[src/lbhp_ram.sv]
// Generic single-write, single-read RAM with registered read data.
// No dependencies.
`timescale 1ns / 1ps
module lbhp_ram #(
    parameter int WIDTH = 8,
    parameter int DEPTH = 16
) (
    input  logic                     clk,
    input  logic                     we,
    input  logic [$clog2(DEPTH)-1:0] waddr,
    input  logic [WIDTH-1:0]         wdata,
    input  logic                     re,
    input  logic [$clog2(DEPTH)-1:0] raddr,
    output logic [WIDTH-1:0]         rdata
);

    logic [WIDTH-1:0] mem [DEPTH];

    always_ff @(posedge clk)
    begin
        if (we)
        begin
            mem[waddr] <= wdata;
        end
        if (re)
        begin
            rdata <= mem[raddr];
        end
    end

endmodule

[config.mk]
export PLATFORM = sky130hd
export DESIGN_NAME = lbhp_ram
export DESIGN_NICKNAME = d
export VERILOG_FILES = /design/src/lbhp_ram.sv
export SDC_FILE = /design/constraint.sdc
export NUM_CORES = 1
export LEC_CHECK = 0
export BUFFER_PORTS_ARGS = -buffer_cell sky130_fd_sc_hd__buf_2
export CAP_MARGIN = 10
export CORE_MARGIN = 1
export CORE_UTILIZATION = 58
export DETAILED_ROUTE_END_ITERATION = 6
export PLACE_DENSITY = 0.72
export SYNTH_ARGS = -nofsm -noshare
export SYNTH_HDL_FRONTEND = slang
export SYNTH_SLANG_ARGS = --single-unit
[constraint.sdc]
create_clock -name clk -period 2.3 [get_ports clk]
set_clock_uncertainty 0.1 [all_clocks]
set_input_delay 0.345 -clock clk [delete_from_list [all_inputs] [get_ports clk]]
set_output_delay 0.345 -clock clk [all_outputs]
set_load 0.005 [all_outputs]
======== After elaboration in Yosys (flattened, before gate mapping) ========
Memory sizes are Yosys's and may differ from the RTL's. A register that Yosys moved wholly into a read port is not among the register bits.
Cells that the tools add are included.
storage, ports and cells
  memories kept ........................... 1
  word-level logic and storage cells ...... 3
  flip-flop bits (word level) ............. 0
  bits of input ports ..................... 19
  output and inout port bits .............. 8
  RAM bits ................................ 128
operators by class
  mux-type cells .......................... 2
memories
  memory  words  width  rd ports  clocked after memory_dff  write ports  line  RTL
  mem     16     8      1         1                         1            17    logic [WIDTH-1:0] mem [DEPTH];
operator list
  cell     count
  $mux W1  2

======== Logic depth before layout (Yosys ltp) ========
Gate-level depths: netlist of the first run.
  depth in word-level cells ............... 2
  depth in mapped cells ................... 5
  mapped depth without buffers ............ 3

======== Least setup slack after synthesis of the first run ========
OpenSTA, ideal clock, no wires.
  path type ............................... in2reg
  start ................................... input port waddr[2]
  end ..................................... memory mem[0][0], enable pin
  library setup time ...................... 0.383 ns
  stages .................................. 2
  setup slack ............................. 0.362 ns
  buffers on the path ..................... 0
  arrival time ............................ 1.455 ns
  required time ........................... 1.817 ns
  path through ............................ or3b_2 > nor3_1
RTL lines
  element             line  RTL
  start: declaration  10    input logic [$clog2(DEPTH)-1:0] waddr,
  end: declaration    17
Straight into the memory's write port.

==> impl_results.md, run 1 <==
* Fraction of synthesized cell area taken by the top area cell type at 78.1%
* Pin slew with the least headroom to its limit at approximately 0.44 ns
* Total routed wirelength at approximately 10000 um
* Largest stage delay on the critical path at roughly 0.60 ns
* TritonCTS buffer count at 17
* Final standard cell area without fillers at a little over 6000 sq um
* Post-detailed-route count of antenna-violating nets at 0
* Vias at 2533
* Cell types with the highest counts after synthesis: sky130_fd_sc_hd__edfxtp_1, sky130_fd_sc_hd__mux4_2, sky130_fd_sc_hd__a22oi_1, sky130_fd_sc_hd__mux4_1, sky130_fd_sc_hd__nor2_1
* Area Growth Syn to Fin at 19.3%
* First-pass GRT wire length at roughly 15000 um
* Final setup violation count at 0
* Status: finished clean
* Cell type of the slowest stage on the worst timing path: sky130_fd_sc_hd__mux4_1
* Fraction of final layout cells sized beyond drive strength 1 at 31.8%
* Largest delay contributor family on the critical path: multiplexers
* Largest fanout on the critical path at 1
* Min setup slack post-route at roughly 0.62 ns
* DP HPWL at between 5000 and 6000 um
* Max frequency at 594 MHz
* Dpl cells at ~380
* Library cell with the highest instance count after synthesis: sky130_fd_sc_hd__edfxtp_1
* Sink Count at 136
* Maximum buffer depth of the clock tree at 2
* Leakage at 2.12 nW
* Initial antenna violation count at 0
* Largest net degree at the start of global routing at 23
* Max Transition Viols Final at 0
* Final weighted congestion in routability-driven placement at approximately 0.75
* Min cycle time layout at about 1.7 ns
* Setup Slack @ Placement at between 0.3 and 0.4 ns
* Post-synthesis instance total at 229
* Overall power at 5.90 mW
* Critical-path cell list: mux4_1, a22oi_1, nand2_1
* Remaining max-slew budget at the tightest pin at a little under three quarters
* Final routed DRC violation total at 0
* Fraction of synthesis flops using an asynchronous set or reset pin at 0%
* Detailed Route Iter0 Violations at 182
* Io pins at 27
* Source-to-sink clock delay at the later pin of the worst-skew pair at between 0.5 and 0.6 ns
* Overall fraction of global-route tracks in use at 23.5%
* Category of the worst setup path launch point: flop
* Die H at 96.9 um
* Mapped Area at 5230 sq um
* Max Cap Violations at 0
* Total number of yosys warnings at 0
* IO Port Bufs at 26
* Pwr dens at approximately 950 nW/um^2
* Clock tree root buffer cell: sky130_fd_sc_hd__clkbuf_8
* Post-cts sizing count at 0
* Type of destination of the critical path: flop
* Setup TNS Final at 0 ns
* Dominant cells by area after synthesis: sky130_fd_sc_hd__edfxtp_1, sky130_fd_sc_hd__mux4_2, sky130_fd_sc_hd__mux4_1
* Synth Net Count at about 250
* Post-CTS Setup Repair Bufs at 0
* Die width at 96.9 um
* Required time at the endpoint of the critical path at 2.45 ns
* Distinct cells, synth at 18
* Initial core utilization at between 50% and 60%
* Register area share after synthesis at approximately four fifths
* Finished Layout Cells at slightly above 400
* Via count of the first global-routing pass at ~2.6k
* Hold buffer count at CTS at 0
* Mean routed wirelength per cell at about 25 um
* Synthesized area per cell at 22.8 sq um
* Critical path arrival at approximately 1.8 ns
* CP bufs+invs at 0
* Final worst-path cycle share at between 70% and 80%
* Clock transition at the register clock pins on the worst setup and hold paths after CTS at around 0.06 ns
* Core region area at slightly below 9000 sq um
* Setup repair after global routing missed its margin: no
* Peak VDD IR at approximately 680 uV
* Crit Path Category: flop to flop
* Kind of path behind the tightest hold check: input pin to flop
* Dominant synthesized flop cell: sky130_fd_sc_hd__edfxtp_1
* Number of antenna cells inserted at 0
* Instance area after placement at around 5600 sq um
* TritonCTS clock tree: built
* Die Area at around 9400 sq um
* Number of enable-type register cells in the synthesized netlist at roughly 140
* # H-tree levels at 4
* Synthesis-stage register bit count at around 140
* Residual overflow from global routing at 0
* Number of nets in the finished design at roughly 310
* Via count normalized by instance count at 6.22
* TritonRoute pass-1 iters at 5
* Largest area contributor in the netlist: sky130_fd_sc_hd__edfxtp_1
* Final Hold Fails at 0
* Number of core rows at 34
placed cells by master, fill, tap and decap left out:
master | Yosys | routed
sky130_fd_sc_hd__a22oi_1 | 16 | 16
sky130_fd_sc_hd__and2_1 | 1 | 1
sky130_fd_sc_hd__and2b_1 | 1 | 1
sky130_fd_sc_hd__buf_12 | 0 | 3
sky130_fd_sc_hd__buf_2 | 3 | 26
sky130_fd_sc_hd__buf_4 | 1 | 19
sky130_fd_sc_hd__bufinv_16 | 0 | 5
sky130_fd_sc_hd__clkbuf_1 | 0 | 3
sky130_fd_sc_hd__clkbuf_16 | 0 | 16
sky130_fd_sc_hd__clkbuf_8 | 0 | 1
sky130_fd_sc_hd__clkinv_1 | 0 | 1
sky130_fd_sc_hd__clkinv_4 | 0 | 1
sky130_fd_sc_hd__clkinvlp_4 | 0 | 5
sky130_fd_sc_hd__edfxtp_1 | 136 | 136
sky130_fd_sc_hd__mux4_1 | 14 | 14
sky130_fd_sc_hd__mux4_2 | 18 | 18
sky130_fd_sc_hd__nand2_1 | 9 | 9
sky130_fd_sc_hd__nand2b_1 | 2 | 2
sky130_fd_sc_hd__nand3_1 | 1 | 1
sky130_fd_sc_hd__nand3b_1 | 2 | 2
sky130_fd_sc_hd__nor2_1 | 13 | 13
sky130_fd_sc_hd__nor2b_1 | 1 | 1
sky130_fd_sc_hd__nor3_1 | 4 | 4
sky130_fd_sc_hd__or3b_2 | 1 | 1
per-stage QoR:
step                      utilization (%)  hold slack [ns]
after floorplan                         -            0.344
after global routing                 71.5           0.0830
after global placement               64.3            0.608
after CTS                            71.5           0.0819
final                                71.5           0.0998
after detailed placement             64.3            0.615
report_power, final:
part | internal (mW) | switching (mW) | leakage, nW
logic | 0.115 | 0.146 | 0.603
clock network | 1.87 | 0.965 | 0.285
registers | 2.79 | 0.0149 | 1.24
total | 4.77 | 1.13 | 2.12
layer usage:
| layer | wire length, um | vias up | GRT usage [%] |
|---|---|---|---|
| met5 | 0 | - | 0 |
| met4 | 263 | 0 | 11.0 |
| met3 | 703 | 23 | 6.43 |
| met2 | 5050 | 111 | 35.8 |
| met1 | 4090 | 1302 | 32.0 |
| li1 | - | 1097 | - |
registers in the layout (all words and copies together) (netlist names):
signal  cells
rdata       8
mem       128
worst paths after layout:
kind                   from  endpoint  slack, ns  cells after the start
setup / recovery  mem[9][5]  rdata[5]       0.62                      3
hold / removal           re  rdata[1]        0.1                      1
setup reg to reg  mem[9][5]  rdata[5]       0.62                      3
hold reg to reg   mem[7][3]  rdata[3]       0.66                      3
layout make-up:
| class | count | area (sq um) |
|---|---|---|
| clock buffers | 20 | 425 |
| clock inverters | 12 | 200 |
| fillers | 514 | 2490 |
| multi-input cells | 83 | 1060 |
| flip-flops and latches | 136 | 4080 |
| well taps | 108 | 135 |
| repair buffers | 48 | 333 |
cells by family (layout without fill, tap and decap cells):
logic type | count (synthesis) | count (layout) | synth area share, %
and+or+nand+nor | 35 | 35 | 3.14
muxes | 32 | 32 | 14.8
buffers and inverters | 10 | 80 | 1.65
DFF | 136 | 136 | 78.1
AOI/OAI and AO/OA | 16 | 16 | 2.30
worst register-to-register path, cell delays in order (launching register included):
cell and delay, ns:
sky130_fd_sc_hd__edfxtp_1 0.44, sky130_fd_sc_hd__mux4_1 0.60, sky130_fd_sc_hd__a22oi_1 0.23, sky130_fd_sc_hd__nand2_1 0.07
Note: power is estimated with default switching activity, not from simulation.
==> run 2, diff against run 1 <==
Settings changed: CORE_UTILIZATION 58 to 54, PLACE_DENSITY 0.72 to 0.7.
Clock period 2.3 ns to 1.4 ns, I/O delays scaled along.
==> run 2 against run 1 <==
Compared with the run above:
- the run now ends with setup timing left
- clock power up 41%
- non-clock buffer count up 19
- worst hold slack better by 0.035 ns
- critical path type unchanged
- largest power group is now registers
==> impl_results.md, run 2 (synthesis results as in run 1) <==
* Clock tree root buffer cell: sky130_fd_sc_hd__clkbuf_8
* TritonCTS clock tree: built
* Source-to-sink clock delay at the later pin of the worst-skew pair at 0.51 ns (about the same)
* Final setup violation count at 8 (+8)
* CP bufs+invs at 0 (unchanged)
* Max frequency at 644 MHz (+8.5%)
* First-pass GRT wire length at 15400 um (about the same)
* Required time at the endpoint of the critical path at 1.55 ns (-0.90 ns)
* Maximum buffer depth of the clock tree at 2 (unchanged)
* Final routed DRC violation total at 0 (unchanged)
* Top register by number of flip-flops: mem
* Number of cells on the worst hold path at 3 (+2)
* Remaining max-slew budget at the tightest pin at 46.2% (-25 points)
* Number of core rows at 35 (+2.9%)
* Number of nets in the finished design at 324 (+6.2%)
* Initial core utilization at 56.0% (-3.9 points)
* Commonest cells after routing, fill and taps aside: sky130_fd_sc_hd__edfxtp_1, sky130_fd_sc_hd__mux4_2, sky130_fd_sc_hd__buf_2
* Post-detailed-route count of antenna-violating nets at 0 (unchanged)
* Vias at 2543 (+0.39%)
* Overall fraction of global-route tracks in use at 22.5% (-1.0 points)
* Pwr dens at 1420 nW/um^2 (+50%)
* Via count of the first global-routing pass at 2639 (+1.0%)
* Critical path arrival at 1.70 ns (-0.14 ns)
* Final Hold Fails at 0 (unchanged)
* Hold Worst Slack at 0.135 ns (+0.0348 ns)
* TritonCTS buffer count at 17 (unchanged)
* Pin slew with the least headroom to its limit at 0.805 ns (+0.367 ns)
* Setup repair after global routing missed its margin: yes
* Residual overflow from global routing at 0 (unchanged)
* Sink Count at 136 (unchanged)
* Overall power at 9.11 mW (+54%)
* Cell type of the slowest stage on the worst timing path: sky130_fd_sc_hd__mux4_2
* Final weighted congestion in routability-driven placement at 0.750 (-0.17%)
* Max Transition Viols Final at 0 (unchanged)
* Mean routed wirelength per cell at 22.7 um (-8.8%)
* IO Port Bufs at 26 (unchanged)
* Crit Path Category: flop to flop
* Largest stage delay on the critical path at 0.54 ns (-0.06 ns)
* Via count normalized by instance count at 5.69 (-8.6%)
* Fraction of final layout cells sized beyond drive strength 1 at 41.5% (+9.7 points)
* Total routed wirelength at 10100 um (+0.22%)
* Type of destination of the critical path: flop
* Status: finished, violations left
* Largest registers: mem x128, rdata x8
* Min cycle time layout at 1.55 ns (-0.132 ns)
* Commonest non-fill, non-tap cell in the layout: sky130_fd_sc_hd__edfxtp_1
* TritonRoute pass-1 iters at 4 (-1)
* Min setup slack post-route at -0.152 ns (-0.768 ns)
* Number of antenna cells inserted at 0 (unchanged)
* Detailed Route Iter0 Violations at 234 (+29%)
* Largest net degree at the start of global routing at 17 (-26%)
* Die H at 100 um (+3.6%)
* Layout Utilization at 68.8% (-2.7 points)
* Largest fanout on the critical path at 1 (unchanged)
* Kind of path behind the tightest hold check: input pin to flop
* Critical-path cell list: mux4_2, a22oi_2, nand2_1
* Clock transition at the register clock pins on the worst setup and hold paths after CTS at 0.06 ns (about the same)
* Core region area at 9330 sq um (+7.0%)
* Leakage at 2.16 nW (+1.7%)
* Critical path depth in cells at 3 (unchanged)
* Max Cap Violations at 0 (unchanged)
* # H-tree levels at 4 (unchanged)
* Final worst-path cycle share at 111% (+38 points)
* Die Area at 10100 sq um (+7.3%)
* Initial antenna violation count at 0 (unchanged)
* Violations in the final reports: setup timing
* Area Growth Syn to Fin at 22.8%
* Category of the worst setup path launch point: flop
* Worst Reg2Reg Path Length in Cells at 3 (unchanged)
* Peak VDD IR at 851 uV (+26%)
* DP HPWL at 6570 um (+12%)
* # fillers at 575 (+12%)
* Max FFs per register at 128 (unchanged)
* Largest delay contributor family on the critical path: multiplexers
* Die width at 100 um (+3.6%)
* Io pins at 27 (unchanged)
==> run 2: cell types whose count changed in the layout (fill, tap and decap cells not counted), sizes merged, moves of 3 or more <==
cell,delta
buf,+10
bufinv,-4
clkbuf,-3
clkinv,+6
dlygate4sd3,+9
inv,+3
==> run 2: path summary, 6_finish.rpt <==
check | slack, ns | startpoint | endpoint
setup / recovery | -0.15 | mem[7][0] | rdata[0]
hold / removal | 0.13 | waddr[1] | mem[0][2]
setup reg to reg | -0.15 | mem[7][0] | rdata[0]
hold reg to reg | 0.65 | mem[14][5] | rdata[5]
==> run 2: cell type report <==
cell class / instances / area (sq um) / area share, %
Multi-Input combinational cell: 83 / 1070 / 16.7
Sequential cell: 136 / 4080 / 63.6
Tap cell: 129 / 161 / 2.51
Clock buffer: 17 / 414 / 6.45
Timing Repair Buffer: 67 / 561 / 8.73
Clock inverter: 15 / 126 / 1.97
==> run 2: per-stage QoR <==
stage | setup WS (ns) | std cells | TNS, ns | area (sq um)
final | -0.152 | 447 | -0.818 | 6420
after global placement | -0.501 | 406 | -7.11 | 5760
after floorplan | -0.110 | 229 | -0.976 | 5250
after detailed placement | -0.518 | 406 | -8.77 | 5760
after CTS | -0.171 | 447 | -1.17 | 6410
after global routing | -0.186 | 447 | -1.34 | 6420
==> run 2: timing repair <==
action                     CTS  global route
setup endpoints to repair   12            12
cloned                       0             0
resized for setup            3             3
pin swaps                    0             3
hold buffers                 9             0
setup buffers                0             0
hold endpoints to repair   136             0
==> run 2: worst min-delay path, cell delays in order <==
cell                     delay [ns]
sky130_fd_sc_hd__buf_2         0.17
sky130_fd_sc_hd__nor3_4        0.06
sky130_fd_sc_hd__buf_12        0.14
==> run 2: metal layers <==
layer	part of all wire (%)	GRT usage, %	wire length (um)	vias up
li1	-	-	-	1126
met1	44	31.7	4450	1321
met2	50	35.6	5050	88
met3	5.2	5.64	527	8
met4	1.0	6.35	106	0
met5	0	0	0	-
==> run 2: report_power, final <==
part	internal (mW)	switching [mW]	total, mW
combinational	0.242	0.261	0.503
clock	2.35	1.64	3.99
sequential	4.59	0.0289	4.62
