File: src/lbhp_pkg.sv
// Shared constants, register codes and types for the lane base histogram peak unit.
// No dependencies; every other file but lbhp_ram uses this package.
`timescale 1ns / 1ps
package lbhp_pkg;

    localparam int MAX_WIDTH  = 2048;
    localparam int MAX_HEIGHT = 2048;
    localparam int COL_W      = $clog2(MAX_WIDTH);
    localparam int ROW_W      = $clog2(MAX_HEIGHT);
    // Wide enough for any clamped dimension and any raw register value
    localparam int DIM_W      = 14;
    localparam int CFG_W      = 12;
    localparam int BAND_W     = 11;
    localparam int CNT_W      = 11;
    localparam int POS_W      = 11;
    localparam int ADDR_W     = 4;
    localparam int DATA_W     = 32;

    localparam logic [CNT_W-1:0]  CNT_MAX          = '1;
    localparam logic [CFG_W-1:0]  WIDTH_RESET      = CFG_W'(640);
    localparam logic [CFG_W-1:0]  HEIGHT_RESET     = CFG_W'(480);
    localparam logic [BAND_W-1:0] BAND_RESET       = BAND_W'(264);

    typedef enum logic [1:0] {
        REG_FRAME_WIDTH  = 2'd0,
        REG_FRAME_HEIGHT = 2'd1,
        REG_BAND_HEIGHT  = 2'd2
    } reg_idx_t;

    typedef struct packed {
        logic [DIM_W-1:0] width;
        logic [DIM_W-1:0] height;
        logic [DIM_W-1:0] mid;
        logic [DIM_W-1:0] first_row;
        logic [DIM_W-1:0] last_row;
    } limits_t;

    typedef struct packed {
        logic [COL_W-1:0] col;
        logic             edge_bit;
        logic             in_band;
        logic             band_first;
        logic             band_last;
        logic             left_half;
        logic             col_zero;
        logic             col_mid;
        logic             col_end;
    } tag_t;

endpackage

File: src/lbhp_cfg.sv
// APB-style register file and derived frame limits (clamped width, height, band rows).
// Depends on lbhp_pkg.
`timescale 1ns / 1ps
module lbhp_cfg (
    input  logic                   clk,
    input  logic                   rst_n,
    input  logic                   psel,
    input  logic                   penable,
    input  logic                   pwrite,
    input  logic [lbhp_pkg::ADDR_W-1:0] paddr,
    input  logic [lbhp_pkg::DATA_W-1:0] pwdata,
    output logic [lbhp_pkg::DATA_W-1:0] prdata,
    output lbhp_pkg::limits_t      limits
);
    import lbhp_pkg::*;

    logic [CFG_W-1:0]  width_reg;
    logic [CFG_W-1:0]  height_reg;
    logic [BAND_W-1:0] band_reg;
    reg_idx_t          reg_idx;
    logic [DIM_W-1:0]  w_raw, h_raw, b_raw, w_clamp, h_clamp, h_less1, b_clamp;

    assign reg_idx = reg_idx_t'(paddr[3:2]);

    always_ff @(posedge clk or negedge rst_n)
    begin
        if (!rst_n)
        begin
            width_reg  <= WIDTH_RESET;
            height_reg <= HEIGHT_RESET;
            band_reg   <= BAND_RESET;
        end
        else if (psel && penable && pwrite)
        begin
            unique case (reg_idx)
                REG_FRAME_WIDTH:  width_reg  <= pwdata[CFG_W-1:0];
                REG_FRAME_HEIGHT: height_reg <= pwdata[CFG_W-1:0];
                REG_BAND_HEIGHT:  band_reg   <= pwdata[BAND_W-1:0];
                default:          ;
            endcase
        end
    end

    always_comb
    begin
        unique case (reg_idx)
            REG_FRAME_WIDTH:  prdata = DATA_W'(width_reg);
            REG_FRAME_HEIGHT: prdata = DATA_W'(height_reg);
            REG_BAND_HEIGHT:  prdata = DATA_W'(band_reg);
            default:          prdata = '0;
        endcase
    end

    always_comb
    begin
        w_raw = DIM_W'(width_reg);
        h_raw = DIM_W'(height_reg);
        b_raw = DIM_W'(band_reg);

        if (w_raw < DIM_W'(2))
            w_clamp = DIM_W'(2);
        else if (w_raw > DIM_W'(MAX_WIDTH))
            w_clamp = DIM_W'(MAX_WIDTH);
        else
            w_clamp = w_raw;

        if (h_raw < DIM_W'(2))
            h_clamp = DIM_W'(2);
        else if (h_raw > DIM_W'(MAX_HEIGHT))
            h_clamp = DIM_W'(MAX_HEIGHT);
        else
            h_clamp = h_raw;

        // Band sits just above the last row, at most every row but that one
        h_less1 = h_clamp - DIM_W'(1);
        if (b_raw < DIM_W'(1))
            b_clamp = DIM_W'(1);
        else if (b_raw > h_less1)
            b_clamp = h_less1;
        else
            b_clamp = b_raw;

        limits.width     = w_clamp;
        limits.height    = h_clamp;
        limits.mid       = w_clamp >> 1;
        limits.first_row = h_less1 - b_clamp;
        limits.last_row  = h_clamp - DIM_W'(2);
    end

endmodule

File: config.mk
export PLATFORM = sky130hd
export DESIGN_NAME = lbhp_cfg
export DESIGN_NICKNAME = d
export VERILOG_FILES = /design/src/lbhp_pkg.sv /design/src/lbhp_cfg.sv
export SDC_FILE = /design/constraint.sdc
export NUM_CORES = 1
export LEC_CHECK = 0
export ABC_AREA = 0
export BUFFER_PORTS_ARGS = -buffer_cell sky130_fd_sc_hd__buf_2
export CORE_UTILIZATION = 45
export DETAILED_ROUTE_END_ITERATION = 10
export MAX_ROUTING_LAYER = met4
export PLACE_DENSITY = 0.75
export SYNTH_ARGS = -nofsm -noshare
export SYNTH_HDL_FRONTEND = slang
export SYNTH_SLANG_ARGS = --single-unit
File: constraint.sdc
create_clock -name clk -period 9.4 [get_ports clk]
set_clock_uncertainty 0.1 [all_clocks]
set_input_delay 0.94 -clock clk [delete_from_list [all_inputs] [get_ports clk]]
set_output_delay 0.94 -clock clk [all_outputs]
set_load 0.005 [all_outputs]
Yosys cells after proc, flatten, opt, wreduce, memory -nomap -nowiden
Index checks and enable logic that the tools add are counted.
{"block": "totals", "reg_bits": 35, "inputBits": 41, "elab_cells": 27}
{"block": "op_classes", "addsub": 3, "magnitude_cmp": 6, "eq_ne": 2, "n_mux": 7, "n_reduce_logical": 6}
{"op": "$mux 12", "n": 4}
{"op": "$pmux 12 s3", "n": 1}
{"op": "$mux 14", "n": 2}
{"op": "$gt 12x12->1 const B", "n": 2}
{"op": "$lt 12x2->1 const B", "n": 2}
{"op": "$gt 11x14->1", "n": 1}
{"op": "$sub 14x1->14 const B", "n": 1}
{"op": "$sub 14x14->14", "n": 1}
{"op": "$sub 14x2->14 const B", "n": 1}
{"op": "$lt 11x1->1 const B", "n": 1}
{"op": "$reduce_and 2->1", "n": 3}
{"op": "$eq 2x1->1 const B", "n": 1}
{"op": "$eq 2x2->1 const B", "n": 1}
{"op": "$logic_and 1x1->1", "n": 2}
{"op": "$logic_not 2->1", "n": 1}

Depth between registers and ports, before layout
Gate-level depths: netlist (run 1).
{"block": "logic_depth", "ltp_word": 8, "ltp_mapped": 26}

Least setup slack after synthesis (run 1)
OpenSTA, ideal clock, no wires.
{"block": "synth_timing", "kind": "flip-flop to output port", "startpoint": "register height_reg[8]", "endpoint": "output limits[27] in the netlist's numbering", "arrival_time_ns": 6.020, "required_ns": 8.360, "slack_ns": 2.340, "path_stages_with_launch": 25, "path_buffers": 3, "path_cell_list": "dfstp_2 buf_6 or4_4 nor3_1 o21ai_0 ha_1 clkbuf_1 o21ai_0 a21oi_2 nor2b_1 or3_1 ha_1 nand4_1 a211oi_1 nor3_1 nor4_2 buf_6 mux2i_1 ha_1 nor2b_1 o31a_1 o41a_1 a221o_1 and4_2 nor3_2"}
{"element": "start, declared", "line": "lbhp_cfg.sv:18", "source": "logic [CFG_W-1:0] height_reg;"}
{"element": "start signal, assigned", "line": "lbhp_cfg.sv:37", "source": "REG_FRAME_HEIGHT: height_reg <= pwdata[CFG_W-1:0];"}
{"element": "end, declared", "line": "lbhp_cfg.sv:13", "source": "output lbhp_pkg::limits_t limits"}

==> metrics, run 1 <==
Pre-Repair DR Iteration Count=4; Fin. Hold Viols=0; status=finished, final reports clean; non-filler cells, final=606; CTS resizes=0; most common cell in the netlist=buf_4; Register Area=886 sq um; mapped cell area=3690 sq um; fraction of layout cells with a size suffix above 1=0.310; Tmin final=8.16 ns; clock slew at reported path FFs=roughly 0.070 ns; CTS tree=built; GRT overflow=0; placed cell count=598; post-route ant nets=0; worst setup path start=height_reg[3]; Top Ports=approximately 140; Seq/Total Area, Yosys=0.240; Die X=92.6 microns; # nets final=572; ant diodes=0; most instantiated cells after synthesis=buf_4, mux2_2, nor2_1; Hold WS=0.468 ns; Setup WS post-layout=approximately 1.2 ns; fillcell total=between 700 and 800; die footprint=8570 sq um; max_cap viols=0; dpl ws=about 1.6 ns; port buffer count=92; RePlAce Congestion=0.888; synthesis-stage register bit count=35; largest net degree at the start of global routing=36; DR vias=approximately 3300; synth warn=0; final setup violation count=0; final core utilization=0.522; worst-margin pin slew=0.864 ns; cells after synthesis=432; Yosys top cell by area=dfrtp_1; H-Tree Depth=2; first-pass GRT wire length=about 16000 microns; Worst setup SP type=flip-flop; Async SR Flop Fraction=1.00; Multi-input gate area=2430 sq um; CTS max path bufs=2; post-CTS setup buffers=0; Worst Path Arrival=a little over 7 ns; CP Class=flip-flop to output port; Final Max Slew Viols=0; CTS root buffer=clkbuf_8; residual DRC count=0; Cell Pwr Density=approximately 330 nW/um^2; min-delay src=width_reg[0]; Die Y=~93 microns; Slew headroom=0.420; initial antenna violation count=0; CTS buffer count=5; clk sinks=35; via/cell ratio=5.46; period utilization=0.869; vias in the first global route=3207; Synth Flop Type=dfrtp_1; EDFF count, synth=0; Hold Path Class=flip-flop to flip-flop; syn avg cell area=8.54 sq um; row count=32; Layout area overhead=11.0%; worst-path maximum fanout=9; starting density of the core=0.470; Netlist cell types=54; Skew-Pair Late Insertion Delay=0.29 ns; Avg WL per Cell=approximately 16 microns; core area=7850 sq um; Overall Global Routing Usage=0.241; DP Wirelength=between 7000 and 8000 microns; Synth area leaders=dfrtp_1, mux2_2, ha_1; CP Capture Type=output port; fmax=0.122 GHz; RSZ-0062 raised after global routing=no; post-synth top area share=0.183; Total Wirelength=9650 microns; Post-CTS Hold Fix Bufs=0; worst reg-to-reg path cell count=1; Worst Hold Path Cells=1; RR Startpoint=height_reg[11]; setup TNS=0 ns; VDD IR max=approximately 0.00013 V; drt initial violations=141; Leakage Power=0.00200 uW; CP required=~8.4 ns
-- final timing paths --
path / end / slack [ns]
max in group asynchronous: height_reg[9] / 8.08
worst max register to register: height_reg[11] / 8.12
worst min-delay path: width_reg[0] / 0.47
worst max-delay path: limits[26] / 1.24
min in group asynchronous: height_reg[1] / 0.63
worst min register to register: width_reg[0] / 0.47
-- critical path: stages (launching register included) --
cell       delay (ns)
dfrtp_1          0.50
or4_4            0.63
nor3_1           0.31
o21ai_0          0.29
ha_1             0.39
o21ai_0          0.27
a21oi_2          0.11
nor2b_1          0.19
or3_1            0.36
ha_1             0.31
a21boi_0         0.24
o31a_1           0.18
nor3_1           0.06
nor4_2           0.67
mux2_2           0.43
fa_1             0.44
nor2b_1          0.22
o31ai_1          0.14
a2111oi_0        0.57
or3_1            0.21
a21oi_1          0.08
xnor2_1          0.14
buf_2            0.13
-- cells in the final DEF (no fill, tap or decap), types with 2 or more instances in the layout --
cell type,n
buf_2,92
mux2_2,34
nor2_1,31
conb_1,30
nand2_1,28
ha_1,27
dfrtp_1,27
o21ai_0,26
nor2b_1,24
mux2i_1,23
inv_1,21
a21oi_1,18
xnor2_1,14
nor4_1,11
nor3_1,9
nand3_1,8
o21a_1,8
dfstp_2,8
clkbuf_8,5
o31a_1,4
and2_1,4
buf_4,4
nand4_1,3
a21boi_0,3
o31ai_1,3
or4_4,2
or2_2,2
a21o_1,2
nand2b_1,2
or4_1,2
xor2_1,2
or3_1,2
nor3b_1,2
clkbuf_1,2
-- cells by family (layout without fill, tap and decap cells) --
family	Yosys count	in the layout	synth area share
DFF	35	35	0.240
xor gates and xnor gates	16	16	0.0380
muxes	57	57	0.166
AOI/OAI and AO/OA	76	76	0.134
and+or+nand+nor	136	136	0.193
other	2	30	0.00203
adders and majority gates	28	28	0.0969
buffers and inverters	82	126	0.130
-- report_power, final --
group | internal [uW] | total (uW) | switching, uW
combinational | 479 | 991 | 512
sequential | 192 | 265 | 72.9
clock | 51.9 | 104 | 51.8
total | 723 | 1360 | 636
-- per-layer routing --
layer,track usage,routed length [microns],up-vias
li1,-,-,1592
met1,0.306,4360,1580
met2,0.400,4670,124
met3,0.0213,445,15
met4,0.0885,173,0
met5,-,0,-
-- final cells by class --
cell class | instances | share of cell area
Clock inverter | 1 | 0.00122
Tap cell | 102 | 0.0311
Multi-Input combinational cell | 343 | 0.593
Inverter | 22 | 0.0202
Timing Repair Buffer | 96 | 0.120
Sequential cell | 35 | 0.216
Clock buffer | 7 | 0.0186
-- through the flow --
step / total power (uW) / instance area, sq um
2_1_floorplan: 955 / 3800
4_1_cts: 1360 / 4100
5_1_grt: 1500 / 4100
6_report: 1360 / 4100
3_3_place_gp: 1210 / 4020
3_5_place_dp: 1250 / 4020
Power figures use the tool's default switching activity.
==> run 2, diff against run 1 <==
==> constraint.sdc (replaced) <==
create_clock -name clk -period 9.4 [get_ports clk]
set_clock_uncertainty 0.1 [all_clocks]
set_input_delay 0.94 -clock clk [delete_from_list [all_inputs] [get_ports clk]]
set_output_delay 0.94 -clock clk [all_outputs]
set_load 0.1 [all_outputs]
==> run 2 against run 1 <==
Against the previous run:
- register-to-register slack improved by 0.19 ns
- cell count is 0.33% higher
- sequential cell count did not move
- via count decreased by 0.36%
- clock-buffer cell count decreased by 1
- utilization up 0.72 points
- highest routed layer unchanged
- wire length is 4.0% lower
==> metrics, run 2 (synthesis gave the netlist of run 1 again) <==
Total Wirelength=9260 microns (was 9650 microns); period utilization=0.891 (was 0.869); post-CTS setup buffers=0 (unchanged); via/cell ratio=5.43 (was 5.46); Multi-input gate area=2430 sq um (about the same); R2R Path End=width_reg[11] (was height_reg[11]); status=finished, final reports clean (unchanged); residual DRC count=0 (unchanged); core area=7850 sq um (unchanged); Layout area overhead=12.5% (was 11.0%); Final Max Slew Viols=0 (unchanged); fraction of layout cells with a size suffix above 1=0.318 (was 0.310); Skew-Pair Late Insertion Delay=0.28 ns (was 0.29 ns); Worst Path Arrival=7.34 ns (was 7.12 ns); CP required=8.36 ns (about the same); Worst setup SP type=flip-flop (unchanged); RePlAce Congestion=0.888 (about the same); max_cap viols=0 (unchanged); starting density of the core=0.470 (unchanged); clk sinks=35 (unchanged); Avg WL per Cell=15.2 microns (was 15.9 microns); CP Capture Type=output port (unchanged); Die Y=92.6 microns (unchanged); DP Wirelength=7400 microns (was 7510 microns); Overall Global Routing Usage=0.226 (was 0.241); min-delay src=width_reg[0] (unchanged); Fin. Hold Viols=0 (unchanged); worst-margin pin slew=0.741 ns (was 0.864 ns); most common cell after layout, fill and taps aside=buf_2 (unchanged); fmax=0.119 GHz (was 0.122 GHz); CTS max path bufs=2 (unchanged); drt initial violations=169 (was 141); CTS resizes=0 (unchanged); Top Ports=143 (unchanged); final setup violation count=0 (unchanged); Worst R2R Setup Slack=8.31 ns (was 8.12 ns); Hold Path Class=flip-flop to flip-flop (unchanged); post-route ant nets=0 (unchanged); ant diodes=0 (unchanged); Register Area=886 sq um (unchanged); commonest non-fill, non-tap cells in the layout=buf_2, mux2_2, nor2_1 (unchanged); Post-CTS Hold Fix Bufs=0 (unchanged); worst-path maximum fanout=9 (unchanged); hold endpoint=width_reg[0] (unchanged); Tmin final=8.38 ns (was 8.16 ns); DR vias=3299 (was 3311); setup TNS=0 ns (unchanged); Pre-Repair DR Iteration Count=4 (unchanged); fillcell total=724 (was 759); CTS root buffer=clkbuf_8 (unchanged); die footprint=8570 sq um (unchanged); Die X=92.6 microns (unchanged); vias in the first global route=3104 (was 3207); first-pass GRT wire length=14900 microns (was 15800 microns); # nets final=574 (was 572); CTS buffer count=5 (unchanged); Worst Hold Path Cells=1 (unchanged); row count=32 (unchanged); largest net degree at the start of global routing=36 (unchanged); port buffer count=92 (unchanged); GRT overflow=0 (unchanged); initial antenna violation count=0 (unchanged); CTS tree=built (unchanged); RR Startpoint=width_reg[11] (was height_reg[11]); CP Class=flip-flop to output port (unchanged); RSZ-0062 raised after global routing=no (unchanged); H-Tree Depth=2 (unchanged); clock slew at reported path FFs=0.07 ns (about the same); worst reg-to-reg path cell count=1 (unchanged); Slew headroom=0.493 (was 0.420)
-- run 2: metrics by stage --
step | cell area [sq um] | worst slack [ns] | util | cells | hold WS (ns)
6_report | 4150 | 1.02 | 0.529 | 608 | 0.461
5_1_grt | 4150 | 0.613 | 0.529 | 608 | 0.484
4_1_cts | 4150 | 1.10 | 0.529 | 608 | 0.458
3_5_place_dp | 4040 | 1.40 | 0.514 | 600 | 0.444
3_3_place_gp | 4040 | 1.47 | 0.514 | 600 | 0.435
2_1_floorplan | 3800 | 0.00754 | - | 460 | 0.395
-- run 2: layer usage --
metal | track usage | part of all wire | routed length [microns] | vias to the layer above
met5 | - | 0 | 0 | -
met4 | 0.0586 | 0.018 | 165 | 0
met3 | 0.0263 | 0.048 | 446 | 19
met2 | 0.375 | 0.47 | 4380 | 129
met1 | 0.292 | 0.46 | 4270 | 1556
li1 | - | - | - | 1595
-- run 2: area by class of cell --
type | count | share of cell area
inverter | 22 | 0.0199
sequential | 35 | 0.213
tap | 102 | 0.0307
multi-input combinational | 343 | 0.586
timing repair buffer | 98 | 0.122
clock inverter | 2 | 0.00843
clock buffer | 6 | 0.0199
-- run 2: worst max-delay path, stage by stage, from the launching register on --
cell and delay (ns):
dfrtp_1 0.50, or4_4 0.63, nor3_1 0.38, o21ai_1 0.23, ha_1 0.35, o21ai_0 0.27, a21oi_2 0.11, nor2b_1 0.19
or3_1 0.35, ha_1 0.30, nand4_1 0.17, a211oi_1 0.26, nor3_1 0.08, nor4_2 0.29, buf_4 0.24, mux2_2 0.37
fa_1 0.44, nor2b_1 0.22, o31ai_1 0.14, a2111oi_0 0.69, or3_1 0.21, a21oi_1 0.07, xnor2_1 0.12, buf_2 0.44
-- run 2: how the worst max path moves through the flow --
stage,from,to,slack [ns],depth (start not counted)
after global routing,height_reg[3],limits[26],0.61,23
after global placement,height_reg[3],limits[26],1.47,23
final,height_reg[3],limits[26],1.02,23
after floorplan,height_reg[8],limits[26],0.008,24
after CTS,height_reg[3],limits[26],1.10,23
after detailed placement,height_reg[3],limits[26],1.40,23
Power of run 2 is not shown: default switching activity piles up to over one toggle a cycle in this logic, so the estimate is an artifact.
