**src/lbhp_pkg.sv**
```systemverilog
// Shared constants, register codes and types for the lane base histogram peak unit.
// No dependencies; every other file but lbhp_ram uses this package.
`timescale 1ns / 1ps
package lbhp_pkg;

    localparam int MAX_WIDTH  = 2048;
    localparam int MAX_HEIGHT = 2048;
    localparam int COL_W      = $clog2(MAX_WIDTH);
    localparam int ROW_W      = $clog2(MAX_HEIGHT);
    // Wide enough for any clamped dimension and any raw register value
    localparam int DIM_W      = 14;
    localparam int CFG_W      = 12;
    localparam int BAND_W     = 11;
    localparam int CNT_W      = 11;
    localparam int POS_W      = 11;
    localparam int ADDR_W     = 4;
    localparam int DATA_W     = 32;

    localparam logic [CNT_W-1:0]  CNT_MAX          = '1;
    localparam logic [CFG_W-1:0]  WIDTH_RESET      = CFG_W'(640);
    localparam logic [CFG_W-1:0]  HEIGHT_RESET     = CFG_W'(480);
    localparam logic [BAND_W-1:0] BAND_RESET       = BAND_W'(264);

    typedef enum logic [1:0] {
        REG_FRAME_WIDTH  = 2'd0,
        REG_FRAME_HEIGHT = 2'd1,
        REG_BAND_HEIGHT  = 2'd2
    } reg_idx_t;

    typedef struct packed {
        logic [DIM_W-1:0] width;
        logic [DIM_W-1:0] height;
        logic [DIM_W-1:0] mid;
        logic [DIM_W-1:0] first_row;
        logic [DIM_W-1:0] last_row;
    } limits_t;

    typedef struct packed {
        logic [COL_W-1:0] col;
        logic             edge_bit;
        logic             in_band;
        logic             band_first;
        logic             band_last;
        logic             left_half;
        logic             col_zero;
        logic             col_mid;
        logic             col_end;
    } tag_t;

endpackage

```
**src/lbhp_peak.sv**
```systemverilog
// Count update stage, per-half peak tracking and the result register.
// Depends on lbhp_pkg; column counts come from and return to an lbhp_ram in the top level.
`timescale 1ns / 1ps
module lbhp_peak (
    input  logic                        clk,
    input  logic                        rst_n,
    input  logic                        accept,
    input  lbhp_pkg::tag_t              tag,
    input  logic [lbhp_pkg::CNT_W-1:0]  rd_data,
    output logic                        hold,
    output logic                        wr_en,
    output logic [lbhp_pkg::COL_W-1:0]  wr_addr,
    output logic [lbhp_pkg::CNT_W-1:0]  wr_data,
    input  logic                        out_stall,
    output logic                        out_valid,
    output logic [lbhp_pkg::POS_W-1:0]  left_position,
    output logic [lbhp_pkg::CNT_W-1:0]  left_peak_count,
    output logic [lbhp_pkg::POS_W-1:0]  right_position,
    output logic [lbhp_pkg::CNT_W-1:0]  right_peak_count
);
    import lbhp_pkg::*;

    logic             s1_valid_reg;
    tag_t             s1_tag_reg;
    logic [COL_W-1:0] best_lcol_reg, best_lcol_next, best_rcol_reg, best_rcol_next;
    logic [CNT_W-1:0] best_lcnt_reg, best_lcnt_next, best_rcnt_reg, best_rcnt_next;
    logic             out_valid_reg, out_valid_next;
    logic [POS_W-1:0] out_lpos_reg, out_rpos_reg;
    logic [CNT_W-1:0] out_lcnt_reg, out_rcnt_reg;
    logic             emit, advance;
    logic [CNT_W:0]   sum;
    logic [CNT_W-1:0] val;

    always_comb
    begin
        emit    = s1_tag_reg.in_band && s1_tag_reg.band_last && s1_tag_reg.col_end;
        // Hold the stage only when a new result meets a result still waiting
        advance = s1_valid_reg && !(emit && out_valid_reg && out_stall);
        hold    = s1_valid_reg && !advance;

        sum = (CNT_W+1)'(rd_data) + (CNT_W+1)'(s1_tag_reg.edge_bit);
        if (s1_tag_reg.band_first)
            val = CNT_W'(s1_tag_reg.edge_bit);
        else if (sum > (CNT_W+1)'(CNT_MAX))
            val = CNT_MAX;
        else
            val = sum[CNT_W-1:0];

        wr_en   = advance && s1_tag_reg.in_band;
        wr_addr = s1_tag_reg.col;
        wr_data = val;

        best_lcol_next = best_lcol_reg;
        best_lcnt_next = best_lcnt_reg;
        best_rcol_next = best_rcol_reg;
        best_rcnt_next = best_rcnt_reg;
        if (advance && s1_tag_reg.in_band && s1_tag_reg.band_last)
        begin
            // Strictly greater replaces, so the first column reached keeps a tie
            if (s1_tag_reg.left_half)
            begin
                if (s1_tag_reg.col_zero || val > best_lcnt_reg)
                begin
                    best_lcol_next = s1_tag_reg.col;
                    best_lcnt_next = val;
                end
            end
            else if (s1_tag_reg.col_mid || val > best_rcnt_reg)
            begin
                best_rcol_next = s1_tag_reg.col;
                best_rcnt_next = val;
            end
        end

        if (advance && emit)
            out_valid_next = 1'b1;
        else if (!out_stall)
            out_valid_next = 1'b0;
        else
            out_valid_next = out_valid_reg;
    end

    always_ff @(posedge clk or negedge rst_n)
    begin
        if (!rst_n)
        begin
            s1_valid_reg  <= 1'b0;
            out_valid_reg <= 1'b0;
            best_lcol_reg <= '0;
            best_lcnt_reg <= '0;
            best_rcol_reg <= '0;
            best_rcnt_reg <= '0;
        end
        else
        begin
            if (accept)
                s1_valid_reg <= 1'b1;
            else if (advance)
                s1_valid_reg <= 1'b0;
            out_valid_reg <= out_valid_next;
            best_lcol_reg <= best_lcol_next;
            best_lcnt_reg <= best_lcnt_next;
            best_rcol_reg <= best_rcol_next;
            best_rcnt_reg <= best_rcnt_next;
        end
    end

    always_ff @(posedge clk)
    begin
        if (accept)
            s1_tag_reg <= tag;
        if (advance && emit)
        begin
            out_lpos_reg <= POS_W'(best_lcol_next);
            out_lcnt_reg <= best_lcnt_next;
            out_rpos_reg <= POS_W'(best_rcol_next);
            out_rcnt_reg <= best_rcnt_next;
        end
    end

    assign out_valid        = out_valid_reg;
    assign left_position    = out_lpos_reg;
    assign left_peak_count  = out_lcnt_reg;
    assign right_position   = out_rpos_reg;
    assign right_peak_count = out_rcnt_reg;

endmodule

```
**config.mk**
```make
export PLATFORM = sky130hd
export DESIGN_NAME = lbhp_peak
export DESIGN_NICKNAME = d
export VERILOG_FILES = /design/src/lbhp_pkg.sv /design/src/lbhp_peak.sv
export SDC_FILE = /design/constraint.sdc
export NUM_CORES = 1
export LEC_CHECK = 0
export CORE_ASPECT_RATIO = 0.9
export CORE_MARGIN = 2
export CORE_UTILIZATION = 48
export CTS_CLUSTER_DIAMETER = 150
export DETAILED_ROUTE_END_ITERATION = 16
export DONT_BUFFER_PORTS = 1
export PLACE_DENSITY = 0.65
export SETUP_SLACK_MARGIN = 0.05
export SYNTH_ARGS = -nofsm -noshare
export SYNTH_HDL_FRONTEND = slang
export SYNTH_SLANG_ARGS = --single-unit
```
**constraint.sdc**
```tcl
create_clock -name clk -period 3.3 [get_ports clk]
set_input_delay 0.66 -clock clk [delete_from_list [all_inputs] [get_ports clk]]
set_output_delay 0.66 -clock clk [all_outputs]
set_load 0.01 [all_outputs]
```
# After elaboration in Yosys (flattened, before gate mapping)
# Index checks and enable logic that the tools add are counted.
[classes]
addsub = 1
order_cmp = 3
eq_ne = 1
mux = 18
n_reduce_logical = 14
[ops]
columns = ["cell", "n"]
rows = [
  ["11-bit two-way mux", 14],
  ["11-bit > comparator", 2],
  ["11-bit by 1-bit adder with 12-bit output", 1],
  ["12-bit by 11-bit > comparator with 1-bit output, second input constant", 1],
  ["1-bit logical AND", 9],
  ["1-bit two-way mux", 4],
  ["1-bit zero test", 2],
  ["1-bit logical OR", 2],
  ["2-bit by 1-bit inequality test with 1-bit output, second input constant", 1],
  ["2-bit nonzero test", 1],
]
[word_totals]
regBits = 109
inputBits = 34
out_inout_bits = 69
wordCells = 56

# Logic depth before layout (Yosys ltp)
# Gate-level depths: netlist (run 1).
[depth]
depth_word = 9
ltp_mapped = 12
ltp_nobuf = 11

# Least setup slack after synthesis (run 1)
# OpenSTA, ideal clock, no wires.
[synth_path]
kind = "input to register"
startpoint = "in rd_data[0] in the netlist's numbering"
endpoint = "reg out_lcnt_reg[0], in the netlist left_peak_count[0], data pin"
t_arrival_ns = 3.530
t_required_ns = 3.038
path_slack_ns = -0.492
path_stages = 11
path_buffers = 1
path_cell_list = "ha_1 > nand2_1 > or4_1 > o21ai_0 > ha_1 > a21oi_1 > a211oi_1 > or4_1 > o2111a_2 > buf_6 > mux2_4"
[synth_between]
elab_chain_cells = 9
[synth_rtl]
columns = ["item", "line", "text"]
rows = [
  ["from (decl)", "lbhp_peak.sv:9", "input logic [lbhp_pkg::CNT_W-1:0] rd_data,"],
  ["11-bit by 1-bit adder with 12-bit output (*)", "lbhp_peak.sv:41", "sum = (CNT_W+1)'(rd_data) + (CNT_W+1)'(s1_tag_reg.edge_bit);"],
  ["12-bit by 11-bit > comparator with 1-bit output", "lbhp_peak.sv:44", "else if (sum > (CNT_W+1)'(CNT_MAX))"],
  ["11-bit two-way mux (*)", "lbhp_peak.sv:44", ""],
  ["11-bit two-way mux (*)", "lbhp_peak.sv:42", "if (s1_tag_reg.band_first)"],
  ["via wr_data (one bit)", "lbhp_peak.sv:13", "output logic [lbhp_pkg::CNT_W-1:0] wr_data,"],
  ["11-bit > comparator (*)", "lbhp_peak.sv:62", "if (s1_tag_reg.col_zero || val > best_lcnt_reg)"],
  ["1-bit logical OR (*)", "lbhp_peak.sv:62", ""],
  ["11-bit two-way mux (*)", "lbhp_peak.sv:62", ""],
  ["11-bit two-way mux (*)", "lbhp_peak.sv:60", "if (s1_tag_reg.left_half)"],
  ["11-bit two-way mux (*)", "lbhp_peak.sv:57", "if (advance && s1_tag_reg.in_band && s1_tag_reg.band_last)"],
  ["via best_lcnt_next[0]", "lbhp_peak.sv:26", "logic [CNT_W-1:0] best_lcnt_reg, best_lcnt_next, best_rcnt_reg, best_rcnt_next;"],
  ["to (signal assigned)", "lbhp_peak.sv:115", "out_lcnt_reg <= best_lcnt_next;"],
  ["to (decl)", "lbhp_peak.sv:29", "logic [CNT_W-1:0] out_lcnt_reg, out_rcnt_reg;"],
]
# Mark *: on every way through the listed nets, which the timed path passes. The rest lies on a longest branch.
# A chain may end at the register's enable or synchronous reset.

# Final worst setup path (run 1)
[layout_path]
startpoint = "reg s1_tag_reg[7] in the netlist's numbering"
endpoint = "reg out_lpos_reg[1], in the netlist left_position[1], data pin"
[layout_between]
elab_chain_cells = 9
[layout_rtl]
columns = ["item", "line", "text"]
rows = [
  ["from (decl)", "lbhp_peak.sv:24", "tag_t s1_tag_reg;"],
  ["from (signal assigned)", "lbhp_peak.sv:111", "s1_tag_reg <= tag;"],
  ["11-bit by 1-bit adder with 12-bit output", "lbhp_peak.sv:41", ""],
  ["12-bit by 11-bit > comparator with 1-bit output", "lbhp_peak.sv:44", ""],
  ["11-bit two-way mux", "lbhp_peak.sv:44", ""],
  ["11-bit two-way mux (*)", "lbhp_peak.sv:42", ""],
  ["11-bit > comparator (*)", "lbhp_peak.sv:62", ""],
  ["1-bit logical OR (*)", "lbhp_peak.sv:62", ""],
  ["11-bit two-way mux (*)", "lbhp_peak.sv:62", ""],
  ["11-bit two-way mux (*)", "lbhp_peak.sv:60", ""],
  ["11-bit two-way mux (*)", "lbhp_peak.sv:57", ""],
  ["via best_lcol_next[1]", "lbhp_peak.sv:25", "logic [COL_W-1:0] best_lcol_reg, best_lcol_next, best_rcol_reg, best_rcol_next;"],
  ["to (signal assigned)", "lbhp_peak.sv:114", "out_lpos_reg <= POS_W'(best_lcol_next);"],
  ["to (decl)", "lbhp_peak.sv:28", "logic [POS_W-1:0] out_lpos_reg, out_rpos_reg;"],
]
# Marks and branches as above.

==> results of run 1 <==
## what timing repair did
| action | 4_1_cts | 5_1_grt |
|---|---|---|
| pin swaps | 1 | 1 |
| hold buffers | 1 | 0 |
| setup buffers | 1 | 1 |
| setup endpoints to repair | 44 | 88 |
| resized for setup | 9 | 10 |
| endpoints found under the hold margin | 46 | 0 |
## metal layers
metal | vias up | GRT usage [%] | wire (um)
li1 | 1149 | - | -
met1 | 1261 | 24.3 | 4050
met2 | 61 | 28.5 | 4340
met5 | - | 0 | 0
met4 | 0 | 5.62 | 120
met3 | 10 | 7.11 | 596
## layout make-up
cell class	instances	share of cell area (%)
Clock buffer	9	2.31
Clock inverter	7	0.935
Inverter	23	1.61
Multi-Input combinational cell	155	30.5
Sequential cell	109	56.8
Tap cell	126	2.94
Timing Repair Buffer	28	4.91
## logic make-up (layout without fill, tap and decap cells)
family | count (synthesis) | count (layout) | share of synthesized area, %
compound gates | 30 | 30 | 4.15
xor+xnor | 6 | 6 | 1.13
fa+ha+maj | 24 | 24 | 6.47
buf+inv | 39 | 67 | 4.42
flops | 109 | 109 | 65.6
mux | 45 | 45 | 12.5
simple gates | 50 | 50 | 5.72
## worst register-to-register path: stages, from the launching register on
cell and delay (ns):
edfxtp_1 0.46, ha_4 0.20, nand2_4 0.06, or4_4 0.53, o21ai_4 0.12, ha_4 0.23
a21oi_2 0.15, a211oi_2 0.07, or4_1 0.46, o2111a_2 0.31, buf_12 0.17, mux2_4 0.32
## where the power goes
group / switching, mW / total [mW] / internal (mW) / leakage [nW]
Combinational: 0.321 / 0.690 / 0.369 / 0.853
Sequential: 0.121 / 1.85 / 1.73 / 1.17
Clock: 0.463 / 0.743 / 0.279 / 0.0906
Total: 0.905 / 3.29 / 2.38 / 2.11
## metrics by stage
stage / util [%] / instance area, um^2 / cells / TNS (ns) / power [mW]
after floorplan: - / 4780 / 303 / -7.85 / 2.37
after global placement: 52.7 / 5020 / 438 / -15.14 / 2.51
after detailed placement: 52.7 / 5020 / 438 / -17.36 / 2.54
after CTS: 55.4 / 5280 / 456 / 0 / 3.31
after global routing: 56.2 / 5360 / 457 / -4.47 / 3.49
final: 56.2 / 5360 / 457 / -0.386 / 3.29
## cells in the final DEF, fill, tap and decap left out, drive strengths merged, types with 9 or more instances in the layout
master | netlist | layout
ha | 24 | 24
dfrtp | 46 | 46
mux2 | 44 | 44
clkbuf | 1 | 9
nand2 | 11 | 11
edfxtp | 63 | 63
inv | 23 | 25
buf | 15 | 28
## final timing paths
kind	start	end	cells after the start
worst max-delay path	s1_tag_reg[7]	left_position[1]	11
worst min-delay path	rst_n	best_lcnt_reg[2]	1
worst max register to register	s1_tag_reg[7]	left_position[1]	11
worst min register to register	best_rcol_reg[2]	best_rcol_reg[2]	1
max in group asynchronous	rst_n	best_rcnt_reg[10]	1
min in group clk	tag[5]	s1_tag_reg[5]	0
==> impl_results.rst, run 1 <==
.. list-table::
   :header-rows: 1

   * - Metric
     - Value
   * - DR vias/cell
     - 5.43
   * - Crit-path leading delay family
     - simple AND/OR/NAND/NOR gates
   * - Area grow syn2layout
     - 15.4%
   * - Count of buffering cells on the critical path with inverters included
     - 1
   * - Full die area
     - 10,500 um^2
   * - Slew headroom
     - 77.0%
   * - Leftover overflow at the end of global routing
     - 0
   * - Die span in x
     - 108 um
   * - DRT Wirelength
     - 9100 um
   * - FF-to-FF setup slack
     - -0.03 ns
   * - Violations in the final reports
     - negative setup slack
   * - Fin crit share
     - 101%
   * - Clock tree from TritonCTS
     - done
   * - First-pass GRT wire length
     - 14,300 um
   * - Top cells by count, synth
     - edfxtp_1 (63), dfrtp_1 (46), ha_1 (24), mux2_2 (24), inv_1 (23)
   * - Register area share after synthesis
     - 65.6%
   * - Pin count of the biggest net entering global routing
     - 47
   * - Static leakage
     - 2.11 nW
   * - Number of global-route vias before repair
     - 2,634
   * - CTS buffer count
     - 9
   * - Crit path cell chain
     - ha_4 -> nand2_4 -> or4_4 -> o21ai_4 -> ha_4 -> a21oi_2 -> a211oi_2 -> or4_1 -> o2111a_2 -> buf_12 -> mux2_4
   * - Post-layout minimum cycle time
     - 3.33 ns
   * - Average wire per standard cell
     - 19.9 um
   * - Largest buffer count on any clock path
     - 2
   * - Area of the placeable core
     - 9530 um^2
   * - Required time of the critical path
     - 3.42 ns
   * - Yosys cell types
     - 38
   * - Dpl hpwl
     - 6340 um
   * - Maximum net fanout on the critical path
     - 18
   * - Synthesized netlist net count
     - 361
   * - Count of filler cells inserted in the layout
     - 766
   * - Initial core utilization
     - 48.7%
   * - Endpoint kind of the worst setup timing path
     - flop
   * - Leading cell type by number of instances after synthesis
     - edfxtp_1
   * - Final Max Tran Viols
     - 0
   * - Share of cells above drive strength 1
     - 36.3%
   * - Share of Yosys cell area claimed by the top area cell type
     - 40.8%
   * - Count of standard-cell rows
     - 34
   * - Number of register bits inferred by synthesis
     - 109
   * - Initial DRC Count
     - 84
   * - Sequential Area
     - 3040 um^2
   * - Final Hold Violating Endpoints
     - 0
   * - Root cell of the clock tree
     - clkbuf_8
   * - Clock latency on the worst-skew pair
     - 0.37 ns
   * - Total power divided by cell area
     - 614 nW/um^2
   * - Worst hold-check slack
     - 0.129 ns
   * - Most used cell, CP
     - ha_4
   * - Initial antenna violation count
     - 0
   * - Multi-input gate area
     - 1630 um^2
   * - Yosys warns
     - 0
   * - Setup repair after global routing missed its margin
     - yes
   * - Antenna violation net count after detailed routing
     - 0
   * - Number of endpoints failing setup at the final stage
     - 17
   * - Global placer's final weighted congestion
     - 0.838
   * - Delay of the slowest cell on the worst path
     - 0.53 ns
   * - Fmax achieved
     - 300 MHz
   * - Gate Count Post-Synth
     - 303
   * - Total via count in the routed design
     - 2,481
   * - Diodes inserted
     - 0
   * - Critical Setup Path Class
     - flop to flop
   * - Pin slew with the least headroom to its limit
     - 0.343 ns
   * - Pre-Repair DR Iteration Count
     - 4
   * - Async set-reset flop share out of synthesis
     - 42.2%
   * - Master of the slowest instance on the critical path
     - or4_4
   * - Post-synth top flop
     - edfxtp_1
   * - Number of maximum-capacitance constraint violations
     - 0
   * - CTS sink cnt
     - 109
   * - Maximum level of the CTS H-tree
     - 3
   * - Outcome
     - finished, violations left
   * - Port Buffer Count
     - 0
   * - Top cells by area in the synthesized netlist
     - edfxtp_1 (41%), dfrtp_1 (25%), ha_1 (6.5%), mux2_4 (6.5%), mux2_2 (5.8%)
   * - Global routing usage summed across all routing layers
     - 18.5%
   * - Avg Synthesized Cell Area
     - 15.3 um^2
   * - Number of nets in the layout
     - 384
   * - Worst min-delay path class
     - input port to asynchronous set/reset pin
   * - Kind of start point of the critical path
     - flop
   * - Placement Setup Slack
     - -0.306 ns
   * - Syn Std Cell Area
     - 4640 um^2
   * - Detailed-route DRC error count
     - 0
   * - Clock transition at the registers of the reported paths
     - 0.11 ns
   * - Crit path DAT
     - 3.46 ns
   * - Largest voltage drop on the vdd net
     - 0.000357 V
   * - Worst Skew
     - 0.0109 ns
   * - Number of enable flip-flop cells after synthesis
     - 63
   * - Crit path setup slack, layout
     - -0.0332 ns
   * - Cell type with the highest aggregate area in the netlist
     - edfxtp_1
   * - Y dimension of the die
     - 97.3 um
   * - Number of top-level pins
     - 103
No activity file was read; power rests on OpenSTA's default activity.
==> run 2: changes to the inputs <==
- CORE_UTILIZATION: 48 -> 45
- MAX_ROUTING_LAYER: unset -> met4
- PLACE_DENSITY: 0.65 -> unset
==> impl_results.rst, run 2 (same netlist as run 1, synthesis figures left out) <==
.. list-table::
   :header-rows: 1

   * - Metric
     - Value
   * - Y dimension of the die
     - 100 um
   * - Met2 demand-to-capacity share in global routing
     - 26.4%
   * - Static leakage
     - 2.19 nW
   * - Endpoint of the lowest-slack register-to-register path
     - left_position[9]
   * - Area of the placeable core
     - 10,200 um^2
   * - Fmax achieved
     - 302 MHz
   * - First-pass GRT wire length
     - 14,100 um
   * - Kind of start point of the critical path
     - flop
   * - Port Buffer Count
     - 0
   * - Global placer's final weighted congestion
     - 0.860
   * - CTS sink cnt
     - 109
   * - Root cell of the clock tree
     - clkbuf_16
   * - Total power divided by cell area
     - 654 nW/um^2
   * - CTS buffer count
     - 9
   * - Met3 demand-to-capacity share in global routing
     - 5.37%
   * - Worst min-delay path class
     - input port to asynchronous set/reset pin
   * - Antenna violation net count after detailed routing
     - 0
   * - Worst Skew
     - 0.00473 ns
   * - Total negative slack for setup checks
     - -0.0543 ns
   * - Crit path DAT
     - 3.41 ns
   * - Finished layout cell area
     - 5540 um^2
   * - Number of endpoints failing setup at the final stage
     - 8
   * - Master of the slowest instance on the critical path
     - or4_4
   * - Crit path setup slack, layout
     - -0.0111 ns
   * - Most used cell, CP
     - ha_4
   * - Pin count of the biggest net entering global routing
     - 47
   * - Full die area
     - 11,100 um^2
   * - Required time of the critical path
     - 3.39 ns
   * - Diodes inserted
     - 0
   * - Pin slew with the least headroom to its limit
     - 0.358 ns
   * - Number of global-route vias before repair
     - 2,654
   * - Highest-count cells in the layout ignoring fill and taps
     - edfxtp_1 (63), dfrtp_1 (46), buf_4 (25)
   * - Initial antenna violation count
     - 0
   * - Source of the worst register-to-register timing path
     - s1_tag_reg[7]
   * - Fin crit share
     - 100%
   * - Setup repair after global routing missed its margin
     - yes
   * - Crit path cell chain
     - ha_4 -> nand2_4 -> or4_4 -> o21ai_4 -> ha_4 -> a21oi_2 -> a211oi_2 -> or4_1 -> o2111a_2 -> clkbuf_16 -> mux2_4
   * - Pre-Repair DR Iteration Count
     - 4
   * - Worst hold-check slack
     - 0.164 ns
   * - FF-to-FF setup slack
     - -0.01 ns
   * - Number of top-level pins
     - 103
   * - Most common cell after layout, fill and taps aside
     - edfxtp_1
   * - DRT Wirelength
     - 9020 um
   * - Die span in x
     - 111 um
   * - Non-filler instance count after layout
     - 463
   * - Global routing usage summed across all routing layers
     - 17.1%
   * - DR vias/cell
     - 5.41
   * - Clock latency on the worst-skew pair
     - 0.34 ns
   * - Placed Cells incl. Taps
     - 440
   * - Initial core utilization
     - 45.7%
   * - Violations in the final reports
     - negative setup slack
   * - Initial DRC Count
     - 120
   * - Critical Setup Path Class
     - flop to flop
   * - Final Hold Violating Endpoints
     - 0
   * - Average wire per standard cell
     - 19.5 um
   * - Detailed-route DRC error count
     - 0
   * - Largest voltage drop on the vdd net
     - 0.000470 V
   * - Number of maximum-capacitance constraint violations
     - 0
   * - Endpoint kind of the worst setup timing path
     - flop
   * - Number of cell instances on the worst register-to-register path
     - 11
   * - Delay of the slowest cell on the worst path
     - 0.54 ns
   * - Dpl hpwl
     - 5970 um
   * - Maximum level of the CTS H-tree
     - 3
   * - Area grow syn2layout
     - 19.4%
   * - Count of standard-cell rows
     - 35
   * - Total via count in the routed design
     - 2,503
   * - Clock transition at the registers of the reported paths
     - 0.07 ns
   * - Count of buffering cells on the critical path with inverters included
     - 1
   * - Outcome
     - finished, violations left
   * - Post-layout minimum cycle time
     - 3.31 ns
   * - Number of nets in the layout
     - 387
   * - Busiest layer in global routing
     - met2
   * - Final Max Tran Viols
     - 0
   * - GR Layer Usage met1
     - 21.9%
   * - Share of cells above drive strength 1
     - 37.1%
   * - Slew headroom
     - 76.1%
   * - Crit-path leading delay family
     - simple AND/OR/NAND/NOR gates
   * - Maximum net fanout on the critical path
     - 7
   * - Placement-stage cell area
     - 5040 um^2
   * - Clock tree from TritonCTS
     - done
   * - Leftover overflow at the end of global routing
     - 0
   * - Largest buffer count on any clock path
     - 2
[run 2: cell types whose count changed in the layout (fill, tap and decap cells not counted), moves of 2 or more]
cell	delta
clkinv_1	-2
buf_4	+2
nor3_2	-2
nor3_4	+2
clkinvlp_4	+4
clkinv_4	-2
clkbuf_8	-9
buf_12	+2
ha_4	-2
clkbuf_16	+10
buf_6	-2
[run 2: through the flow]
step	power [mW]	worst slack, ns	util, %
floorplan	2.37	-0.259	-
global placement	2.51	-0.285	49.6
detailed placement	2.54	-0.317	49.6
CTS	3.64	0.0121	53.1
global route	3.82	-0.152	54.5
finish	3.62	-0.0111	54.5
[run 2: layer usage]
metal | share of wire (%) | vias up
li1 | - | 1150
met1 | 44 | 1273
met2 | 48 | 68
met3 | 6.3 | 12
met4 | 1.3 | 0
met5 | 0 | -
[run 2: how the worst max path moves through the flow]
stage                       start            endpoint  cells past startpoint
floorplan             rd_data[10]  left_peak_count[0]                     11
global placement       rd_data[0]  left_peak_count[5]                     12
detailed placement    rd_data[10]    left_position[5]                     11
CTS                 s1_tag_reg[7]    left_position[4]                     11
global route        s1_tag_reg[7]  left_peak_count[4]                     12
finish              s1_tag_reg[7]    left_position[9]                     11
[run 2: area by class of cell]
cell class	instances	area (um^2)
clock buffer	9	225
clock inverter	7	73.8
fill	830	4620
inverter	23	86.3
multi-input combinational	155	1630
sequential	109	3040
tap	129	161
timing repair buffer	31	320
[run 2: report_power, final]
group | total, mW | internal [mW] | switching (mW)
Combinational | 0.702 | 0.376 | 0.326
Sequential | 1.85 | 1.74 | 0.115
Clock | 1.07 | 0.589 | 0.478
Total | 3.62 | 2.70 | 0.919
[run 2: what timing repair did]
item                                    in CTS  in global routing
endpoints found under the hold margin       46                  0
endpoints found under the setup margin      22                 88
pin swaps                                    0                  3
hold buffers                                 1                  0
setup buffers                                1                  4
resized for setup                            2                 16
gates cloned                                 0                  1
[run 2: worst reg2reg max path, cell delays in order, from the launching register on]
cell       delay, ns
edfxtp_1        0.41
ha_4            0.18
nand2_4         0.06
or4_4           0.54
o21ai_4         0.12
ha_4            0.23
a21oi_2         0.14
a211oi_2        0.07
or4_1           0.47
o2111a_2        0.35
clkbuf_16       0.19
mux2_4          0.30
